--- src/hdl/dpts_pkg.sv ---
// ----------------------------------------------------------------------------
// Delayed priority task scheduler package
// Shared field widths, operation and status codes, the table entry type and
// small helper functions for serial time compare and rank mapping.
// ----------------------------------------------------------------------------
`default_nettype none

package dpts_pkg;

   // Field widths
   localparam int OP_W    = 2;
   localparam int DELAY_W = 20;
   localparam int PRIO_W  = 2;
   localparam int TAG_W   = 16;
   localparam int STAT_W  = 3;
   localparam int OCC_W   = 5;
   localparam int TIME_W  = 32;
   localparam int RANK_W  = 2;

   // Default table size
   localparam int TABLE_DEPTH_DEF = 16;

   // Operation codes
   localparam logic [OP_W-1:0] OP_POST  = 2'd0;
   localparam logic [OP_W-1:0] OP_FETCH = 2'd1;
   localparam logic [OP_W-1:0] OP_TICK  = 2'd2;
   localparam logic [OP_W-1:0] OP_SHUT  = 2'd3;

   // Status codes
   localparam logic [STAT_W-1:0] ST_ACCEPTED = 3'd0;
   localparam logic [STAT_W-1:0] ST_DISPATCH = 3'd1;
   localparam logic [STAT_W-1:0] ST_NONE_DUE = 3'd2;
   localparam logic [STAT_W-1:0] ST_REJ_STOP = 3'd3;
   localparam logic [STAT_W-1:0] ST_REJ_FULL = 3'd4;
   localparam logic [STAT_W-1:0] ST_FINISHED = 3'd5;

   // Priority request codes and ranks
   localparam logic [PRIO_W-1:0] PRIO_VISIBLE  = 2'd1;
   localparam logic [PRIO_W-1:0] PRIO_BLOCKING = 2'd2;
   localparam logic [RANK_W-1:0] RANK_BLOCKING = 2'd3;
   localparam logic [RANK_W-1:0] RANK_VISIBLE  = 2'd2;
   localparam logic [RANK_W-1:0] RANK_BEST     = 2'd1;

   // One stored task
   typedef struct packed {
      logic [TIME_W-1:0] due;
      logic [RANK_W-1:0] rank;
      logic [TIME_W-1:0] order;
      logic              keep;
      logic [TAG_W-1:0]  tag;
   } entry_type;

   // a is before b in wrapping serial arithmetic
   function automatic logic serial_before(input logic [TIME_W-1:0] a,
                                          input logic [TIME_W-1:0] b);
      logic [TIME_W-1:0] diff;
      diff = a - b;
      return diff[TIME_W-1];
   endfunction

   // Priority request to dispatch rank; unused code maps to best effort
   function automatic logic [RANK_W-1:0] rank_of(input logic [PRIO_W-1:0] req);
      logic [RANK_W-1:0] rank;
      case (req)
         PRIO_BLOCKING: rank = RANK_BLOCKING;
         PRIO_VISIBLE:  rank = RANK_VISIBLE;
         default:       rank = RANK_BEST;
      endcase
      return rank;
   endfunction

endpackage

`default_nettype wire

--- src/hdl/delayed_priority_task_scheduler.sv ---
// ----------------------------------------------------------------------------
// Delayed priority task scheduler
// Table of pending tasks with due times, ranks and sequence numbers. One
// compare unit walks the table one entry per cycle for fetch and shutdown.
// ----------------------------------------------------------------------------
//
//   Channel | Direction | Handshake           | Payload
//   --------+-----------+---------------------+-----------------------------------
//   req     | in        | req_valid/req_stall | op, delay, priority_req,
//           |           |                     | stop_keep, task_tag
//   rsp     | out       | rsp_valid/rsp_stall | status, dispatched_tag, occupancy
//
// Fetch and shutdown issue one read of the entry memory per cycle, check each
// entry from the registered read, then pass through a retire state and a result
// state. A post searches upward from the first slot for the lowest free one and
// writes it there; tick and rejected posts go straight to the result state. One
// item is in work at a time; req_stall is high while it runs. Reset clears valid
// bits at once; no clearing pass is needed. A stalled result stays in the output
// register; the next item is accepted meanwhile and waits in its result state
// until the register is free.
`default_nettype none

module delayed_priority_task_scheduler
   import dpts_pkg::*;
#(
   parameter int TABLE_DEPTH = TABLE_DEPTH_DEF
) (
   input  wire logic              clock,
   input  wire logic              reset,
   input  wire logic              req_valid,
   output      logic              req_stall,
   input  wire logic [OP_W-1:0]   req_op,
   input  wire logic [DELAY_W-1:0] req_delay,
   input  wire logic [PRIO_W-1:0] req_priority_req,
   input  wire logic              req_stop_keep,
   input  wire logic [TAG_W-1:0]  req_task_tag,
   output      logic              rsp_valid,
   input  wire logic              rsp_stall,
   output      logic [STAT_W-1:0] rsp_status,
   output      logic [TAG_W-1:0]  rsp_dispatched_tag,
   output      logic [OCC_W-1:0]  rsp_occupancy
);

   localparam int IDX_W = (TABLE_DEPTH > 1) ? $clog2(TABLE_DEPTH) : 1;
   localparam int CNT_W = $clog2(TABLE_DEPTH + 1);
   localparam logic [IDX_W-1:0] IDX_LAST = IDX_W'(TABLE_DEPTH - 1);
   localparam logic [CNT_W-1:0] CNT_FULL = CNT_W'(TABLE_DEPTH);

   // Sequencer states
   localparam logic [2:0] S_IDLE   = 3'd0;
   localparam logic [2:0] S_POST   = 3'd1;
   localparam logic [2:0] S_SCAN   = 3'd2;
   localparam logic [2:0] S_RETIRE = 3'd3;
   localparam logic [2:0] S_FIN    = 3'd4;

   // Control state
   logic [2:0]             state_ff, state_in;
   logic [TABLE_DEPTH-1:0] valid_ff, valid_in;
   logic [CNT_W-1:0]       count_ff, count_in;
   logic [TIME_W-1:0]      time_ff, time_in;
   logic [TIME_W-1:0]      order_ff, order_in;
   logic                   stopped_ff, stopped_in;
   logic [IDX_W-1:0]       idx_ff, idx_in;
   logic                   issue_done_ff, issue_done_in;
   logic                   cmp_vld_ff, cmp_vld_in;
   logic                   cmp_last_ff, cmp_last_in;
   logic                   best_found_ff, best_found_in;
   logic                   rsp_valid_ff, rsp_valid_in;

   // Payload registers
   logic [OP_W-1:0]        op_ff, op_in;
   entry_type              new_ff, new_in;
   logic [IDX_W-1:0]       cmp_idx_ff, cmp_idx_in;
   logic [IDX_W-1:0]       best_idx_ff, best_idx_in;
   entry_type              best_ff, best_in;
   logic [STAT_W-1:0]      res_status_ff, res_status_in;
   logic [TAG_W-1:0]       res_tag_ff, res_tag_in;
   logic [STAT_W-1:0]      rsp_status_ff, rsp_status_in;
   logic [TAG_W-1:0]       rsp_tag_ff, rsp_tag_in;
   logic [OCC_W-1:0]       rsp_occ_ff, rsp_occ_in;

   // Entry memory
   entry_type              entry_mem [TABLE_DEPTH];
   entry_type              rd_data_ff;
   logic                   mem_we;

   logic                   accept;
   logic [TIME_W:0]        due_sum;
   logic [TIME_W-1:0]      due_new;
   logic                   cand_due;
   logic                   cand_better;
   logic                   out_free;

   assign req_stall          = (state_ff != S_IDLE);
   assign accept             = req_valid && !req_stall;
   assign rsp_valid          = rsp_valid_ff;
   assign rsp_status         = rsp_status_ff;
   assign rsp_dispatched_tag = rsp_tag_ff;
   assign rsp_occupancy      = rsp_occ_ff;
   assign out_free           = !rsp_valid_ff || !rsp_stall;

   // Due time of a new post, saturating
   assign due_sum = {1'b0, time_ff} + (TIME_W + 1)'(req_delay);
   assign due_new = due_sum[TIME_W] ? {TIME_W{1'b1}} : due_sum[TIME_W-1:0];

   // Shared compare unit: due check and ordering against the current best
   always_comb begin
      cand_due = !serial_before(time_ff, rd_data_ff.due);
      if (!best_found_ff) begin
         cand_better = 1'b1;
      end else if (rd_data_ff.rank != best_ff.rank) begin
         cand_better = (rd_data_ff.rank > best_ff.rank);
      end else if (rd_data_ff.due != best_ff.due) begin
         cand_better = serial_before(rd_data_ff.due, best_ff.due);
      end else begin
         cand_better = serial_before(rd_data_ff.order, best_ff.order);
      end
   end

   // Sequencer
   always_comb begin
      state_in      = state_ff;
      valid_in      = valid_ff;
      count_in      = count_ff;
      time_in       = time_ff;
      order_in      = order_ff;
      stopped_in    = stopped_ff;
      idx_in        = idx_ff;
      issue_done_in = issue_done_ff;
      cmp_vld_in    = 1'b0;
      cmp_last_in   = 1'b0;
      cmp_idx_in    = idx_ff;
      best_found_in = best_found_ff;
      best_idx_in   = best_idx_ff;
      best_in       = best_ff;
      op_in         = op_ff;
      new_in        = new_ff;
      res_status_in = res_status_ff;
      res_tag_in    = res_tag_ff;
      rsp_valid_in  = rsp_valid_ff && rsp_stall;
      rsp_status_in = rsp_status_ff;
      rsp_tag_in    = rsp_tag_ff;
      rsp_occ_in    = rsp_occ_ff;
      mem_we        = 1'b0;

      case (state_ff)
         S_IDLE: begin
            if (accept) begin
               op_in         = req_op;
               new_in.due    = due_new;
               new_in.rank   = rank_of(req_priority_req);
               new_in.order  = order_ff;
               new_in.keep   = req_stop_keep;
               new_in.tag    = req_task_tag;
               idx_in        = '0;
               issue_done_in = 1'b0;
               best_found_in = 1'b0;
               res_status_in = ST_ACCEPTED;
               res_tag_in    = '0;
               case (req_op)
                  OP_POST: begin
                     if (stopped_ff) begin
                        res_status_in = ST_REJ_STOP;
                        state_in      = S_FIN;
                     end else if (count_ff == CNT_FULL) begin
                        res_status_in = ST_REJ_FULL;
                        state_in      = S_FIN;
                     end else begin
                        state_in = S_POST;
                     end
                  end
                  OP_FETCH: begin
                     state_in = S_SCAN;
                  end
                  OP_TICK: begin
                     time_in  = time_ff + 1'b1;
                     state_in = S_FIN;
                  end
                  default: begin
                     stopped_in = 1'b1;
                     state_in   = S_SCAN;
                  end
               endcase
            end
         end

         // Look for the lowest free slot, one per cycle
         S_POST: begin
            if (!valid_ff[idx_ff]) begin
               mem_we           = 1'b1;
               valid_in[idx_ff] = 1'b1;
               count_in         = count_ff + 1'b1;
               order_in         = order_ff + 1'b1;
               state_in         = S_FIN;
            end else begin
               idx_in = idx_ff + 1'b1;
            end
         end

         // Issue reads, then compare the entry read in the previous cycle
         S_SCAN: begin
            if (!issue_done_ff) begin
               cmp_vld_in  = 1'b1;
               cmp_idx_in  = idx_ff;
               cmp_last_in = (idx_ff == IDX_LAST);
               if (idx_ff == IDX_LAST) begin
                  issue_done_in = 1'b1;
               end else begin
                  idx_in = idx_ff + 1'b1;
               end
            end
            if (cmp_vld_ff && valid_ff[cmp_idx_ff]) begin
               if (op_ff == OP_FETCH) begin
                  if (cand_due && cand_better) begin
                     best_found_in = 1'b1;
                     best_idx_in   = cmp_idx_ff;
                     best_in       = rd_data_ff;
                  end
               end else if (!rd_data_ff.keep) begin
                  valid_in[cmp_idx_ff] = 1'b0;
                  count_in             = count_ff - 1'b1;
               end
            end
            if (cmp_vld_ff && cmp_last_ff) begin
               state_in = S_RETIRE;
            end
         end

         // Remove the chosen entry and form the fetch status
         S_RETIRE: begin
            if (op_ff == OP_FETCH) begin
               if (best_found_ff) begin
                  valid_in[best_idx_ff] = 1'b0;
                  count_in              = count_ff - 1'b1;
                  res_status_in         = ST_DISPATCH;
                  res_tag_in            = best_ff.tag;
               end else if (stopped_ff && (count_ff == '0)) begin
                  res_status_in = ST_FINISHED;
               end else begin
                  res_status_in = ST_NONE_DUE;
               end
            end
            state_in = S_FIN;
         end

         // Hand the result to the output register once it is free
         S_FIN: begin
            if (out_free) begin
               rsp_valid_in  = 1'b1;
               rsp_status_in = res_status_ff;
               rsp_tag_in    = res_tag_ff;
               rsp_occ_in    = OCC_W'(count_ff);
               state_in      = S_IDLE;
            end
         end

         default: begin
            state_in = S_IDLE;
         end
      endcase
   end

   // Control registers
   always_ff @(posedge clock) begin
      if (reset) begin
         state_ff      <= S_IDLE;
         valid_ff      <= '0;
         count_ff      <= '0;
         time_ff       <= '0;
         order_ff      <= '0;
         stopped_ff    <= 1'b0;
         idx_ff        <= '0;
         issue_done_ff <= 1'b0;
         cmp_vld_ff    <= 1'b0;
         cmp_last_ff   <= 1'b0;
         best_found_ff <= 1'b0;
         rsp_valid_ff  <= 1'b0;
      end else begin
         state_ff      <= state_in;
         valid_ff      <= valid_in;
         count_ff      <= count_in;
         time_ff       <= time_in;
         order_ff      <= order_in;
         stopped_ff    <= stopped_in;
         idx_ff        <= idx_in;
         issue_done_ff <= issue_done_in;
         cmp_vld_ff    <= cmp_vld_in;
         cmp_last_ff   <= cmp_last_in;
         best_found_ff <= best_found_in;
         rsp_valid_ff  <= rsp_valid_in;
      end
   end

   // Payload registers
   always_ff @(posedge clock) begin
      op_ff         <= op_in;
      new_ff        <= new_in;
      cmp_idx_ff    <= cmp_idx_in;
      best_idx_ff   <= best_idx_in;
      best_ff       <= best_in;
      res_status_ff <= res_status_in;
      res_tag_ff    <= res_tag_in;
      rsp_status_ff <= rsp_status_in;
      rsp_tag_ff    <= rsp_tag_in;
      rsp_occ_ff    <= rsp_occ_in;
   end

   // Entry memory: one write, one registered read per cycle
   always_ff @(posedge clock) begin
      if (mem_we) begin
         entry_mem[idx_ff] <= new_ff;
      end
      rd_data_ff <= entry_mem[idx_ff];
   end

   // Checks
   a_count_match: assert property (@(posedge clock) disable iff (reset)
      $countones(valid_ff) == count_ff)
      else $error("occupancy count differs from valid bits");

   a_count_bound: assert property (@(posedge clock) disable iff (reset)
      count_ff <= CNT_FULL)
      else $error("occupancy count above table depth");

   a_post_room: assert property (@(posedge clock) disable iff (reset)
      state_ff == S_POST |-> count_ff != CNT_FULL)
      else $error("slot search started on a full table");

   a_rej_stop: assert property (@(posedge clock) disable iff (reset)
      rsp_valid_ff && rsp_status_ff == ST_REJ_STOP |-> stopped_ff)
      else $error("post rejected while running");

endmodule

`default_nettype wire

--- config.mk ---
export PLATFORM = sky130hd
export DESIGN_NAME = delayed_priority_task_scheduler
export DESIGN_NICKNAME = d
export VERILOG_FILES = /design/src/hdl/dpts_pkg.sv /design/src/hdl/delayed_priority_task_scheduler.sv
export SDC_FILE = /design/constraint.sdc
export NUM_CORES = 2
export LEC_CHECK = 0
export ABC_AREA = 0
export BUFFER_PORTS_ARGS = -buffer_cell sky130_fd_sc_hd__buf_4
export CAP_MARGIN = 20
export CORE_UTILIZATION = 57
export DETAILED_ROUTE_END_ITERATION = 7
export GPL_ROUTABILITY_DRIVEN = 0
export PLACE_DENSITY = 0.83
export SLEW_MARGIN = 15
export SYNTH_ARGS = -nofsm -noshare
export SYNTH_HDL_FRONTEND = slang
export SYNTH_SLANG_ARGS = --single-unit
--- constraint.sdc ---
create_clock -name clock -period 24.9 [get_ports clock]
set_clock_uncertainty 0.15 [all_clocks]
set_input_delay 0 -clock clock [delete_from_list [all_inputs] [get_ports clock]]
set_output_delay 0 -clock clock [all_outputs]
set_load 0.01 [all_outputs]
==> results.sh <==
export IMPL_status="finished with violations"
export IMPL_violations="design-rule violations"
export IMPL_hold_path_class="input pin to flip-flop"
export IMPL_startpoint_type="flip-flop"
export IMPL_drv_slew=0
export IMPL_start_util=0.574
export IMPL_fmax_ghz=0.195
export IMPL_utilization=0.649
export IMPL_synth_commonest_cells="edfxtp_1 (1542), mux4_2 (422), dfxtp_1 (185), inv_1 (133), ha_1 (123)"
export IMPL_nFillCells=6974
export IMPL_num_io_pins=71
export IMPL_grt_pass1_wl_um=235000
export IMPL_cp_common_cell="buf_4"
export IMPL_avgSynthCellArea_um2=20.0
export IMPL_pwr_share_seq=0.546
export IMPL_yosysTopAreaCell="edfxtp_1"
export IMPL_max_cap_viol_count=0
export IMPL_globalRouteTotalUtil=0.276
export IMPL_clockBufferDepth=3
export IMPL_p_per_area_nw_per_um2=78.5
export IMPL_grt_antenna_before_repair=5
export IMPL_rsz0062_at_grt="false"
export IMPL_area_delta_synth_final_pct=13.0
export IMPL_finalSetupViolCount=0
export IMPL_rows=125
export IMPL_ant_nets=0
export IMPL_layout_min_cycle_time_ns=5.13
export IMPL_synth_area_leaders="edfxtp_1 (69%), mux4_2 (14%), dfxtp_1 (5.5%)"
export IMPL_vias=34500
export IMPL_tritoncts="built"
export IMPL_slowest_stage="nor2_4"
export IMPL_wl_per_cell_um=30.6
export IMPL_cts_max_level=4
export IMPL_cts_setup_buffers=0
export IMPL_first_iter_violations=4664
export IMPL_setup_tns_ns=0
export IMPL_clkPwrFrac=0.432
export IMPL_clkLatencyLatePin_ns=0.80
export IMPL_wl_um=160000
export IMPL_crit_buf_inv=3
export IMPL_dieHeight_um=344
export IMPL_cp_slowest_stage_delay_ns=0.83
export IMPL_portBuffers=70
export IMPL_cp_arrival_ns=5.38
export IMPL_cp_max_fo=122
export IMPL_p_int_mw=4.71
export IMPL_synth_edff_count=1542
export IMPL_grt_max_degree=148
export IMPL_ys_seq_area_frac=0.749
export IMPL_syn_cell_area_um2=66700
export IMPL_via_per_inst=6.61
export IMPL_cts_root_buf="clkbuf_16"
export IMPL_tightest_slew_ns=1.29
export IMPL_cts_inserted_buffers=160
export IMPL_core_um2=116000
export IMPL_fin_nets=3725
export IMPL_first_global_vias=35800
export IMPL_hold_viol_final=0
export IMPL_yosys_cell_count_top_type="edfxtp_1"
export IMPL_crit_family="buffers and inverters"
export IMPL_drt_first_pass_iters=8
export IMPL_ys_async_sr_fraction=0
export IMPL_period_share=0.206
export IMPL_hpwl_um=80100
export IMPL_layout_drive_gt1_share=0.223
export IMPL_drc=1
export IMPL_slew_headroom=0.131
export IMPL_net_switching_power_mw=1.21
export IMPL_ff2ff_setup_slack_ns=19.77
export IMPL_syn_num_nets=3506
export IMPL_pwr_share_comb=0.022
export IMPL_ys_types=71
export IMPL_cts_sinks=1727
export IMPL_synth_top_area_share=0.694
export IMPL_yosysWarnings=0
export IMPL_critPathCaptureType="flip-flop"
export IMPL_ctsResizeCount=0
export IMPL_yosys_most_used_dff="edfxtp_1"
export IMPL_worstSetupPathType="flip-flop to flip-flop"
export IMPL_synth_cells=3336
export IMPL_p_leak_nw=24.5
export IMPL_crit_chain="buf_12 > ha_1 > nand3_1 > nor2_4 > buf_4 > buf_4"
export IMPL_vdd_ir_drop_max_v=0.0000806
export IMPL_dieArea_um2=118000
export IMPL_clk_pin_slew_ns=0.06
export IMPL_cp_data_required_time_ns=25.15
export IMPL_fp_dieW_um=344
export IMPL_grt_overflow=0
export IMPL_switching_share=0.205
export IMPL_synth_seq_cells=1727
cell type report:
cell class | count | area (um^2) | share of cell area
antenna | 2 | 5.00 | 0.0000663
clock buffer | 218 | 4350 | 0.0577
clock inverter | 83 | 1130 | 0.0149
inverter | 133 | 527 | 0.00698
multi-input combinational | 1342 | 15800 | 0.209
sequential | 1727 | 50000 | 0.663
tap | 1524 | 1910 | 0.0253
timing repair buffer | 191 | 1700 | 0.0226
worst register-to-register path: cells and delay by family, from the launching register on:
family / cells / cell delay, ns
buffers and inverters: 3 / 2.16
adder cells (fa/ha/maj): 1 / 0.55
flip-flops: 1 / 0.78
AND/OR/NAND/NOR: 2 / 1.08
power groups by stage:
stage	clock [mW]	sequential (mW)	combinational [mW]
final	2.56	3.23	0.133
after global placement	0	3.29	0.116
after detailed placement	0	3.29	0.119
after CTS	2.56	3.23	0.132
after global routing	2.67	3.23	0.141
after floorplan	0	3.27	0.0851
metrics by stage:
stage | power, mW | worst slack [ns] | cells | hold slack [ns] | area, um^2
6_report | 5.92 | 19.77 | 5220 | 0.0366 | 75400
3_3_place_gp | 3.40 | 19.94 | 4838 | 0.0280 | 69100
2_1_floorplan | 3.36 | 16.62 | 3336 | -0.0511 | 66700
4_1_cts | 5.93 | 19.79 | 5217 | 0.00129 | 75400
5_1_grt | 6.05 | 19.55 | 5218 | 0.0441 | 75400
3_5_place_dp | 3.41 | 19.82 | 4839 | 0.0293 | 69200
placed cells by master (no fill, tap or decap), drive strengths merged, types with 4 or more instances in the layout:
cell	count
edfxtp	1542
mux4	422
clkbuf	218
dfxtp	185
inv	141
ha	123
nor2	119
buf	114
nand2	95
a21oi	80
dlygate4sd3	77
o21ai	60
clkinv	48
nand3	46
xor2	37
xnor2	35
and3	33
nor3	30
nand4	28
nor2b	25
bufinv	21
or3	21
a21o	17
a31oi	16
nand2b	14
a211oi	14
and4	10
mux2i	9
nor4	9
and2	8
a22oi	7
o211ai	7
or2	7
clkinvlp	6
nand3b	5
o22a	5
or4	4
nor3b	4
a221oi	4
o21bai	4
sequential cells by signal (all words and copies together), names as in the netlist, 2 cells and up:
register            cells
cmp_idx_ff              4
rd_data_ff             83
rsp_occupancy           5
count_ff                5
time_ff                32
rsp_dispatched_tag     16
best_idx_ff             4
state_ff                3
res_tag_ff             16
valid_ff               16
new_ff                 83
best_ff                82
idx_ff                  4
entry_mem            1328
res_status_ff           3
order_ff               32
op_ff                   2
rsp_status              3
metal layers:
layer / vias up / global-route usage / wire length (um)
li1: 14000 / - / -
met4: 6 / 0.117 / 6690
met1: 17800 / 0.360 / 56600
met3: 464 / 0.0484 / 15600
met2: 2309 / 0.461 / 80900
met5: - / 0 / 79
path summary, 6_finish.rpt:
kind | from | end | cells after the start
max | idx_ff[0] | entry_mem[15][68] | 6
min | reset | time_ff[4] | 3
max reg2reg | idx_ff[0] | entry_mem[15][68] | 6
min reg2reg | rd_data_ff[9] | best_ff[9] | 0
cells by family after synthesis:
family,after synthesis,synth area share
fa+ha+maj,125,0.0237
compound gates,250,0.0233
mux,432,0.144
xor+xnor,72,0.00945
flops,1727,0.749
simple gates,463,0.0354
buf+inv,267,0.0151
what timing repair did:
item                                    4_1_cts  5_1_grt
endpoints found under the setup margin        0        0
hold endpoints to repair                    163        0
hold buffers                                 77        0
(Power assumes the default switching activity.)
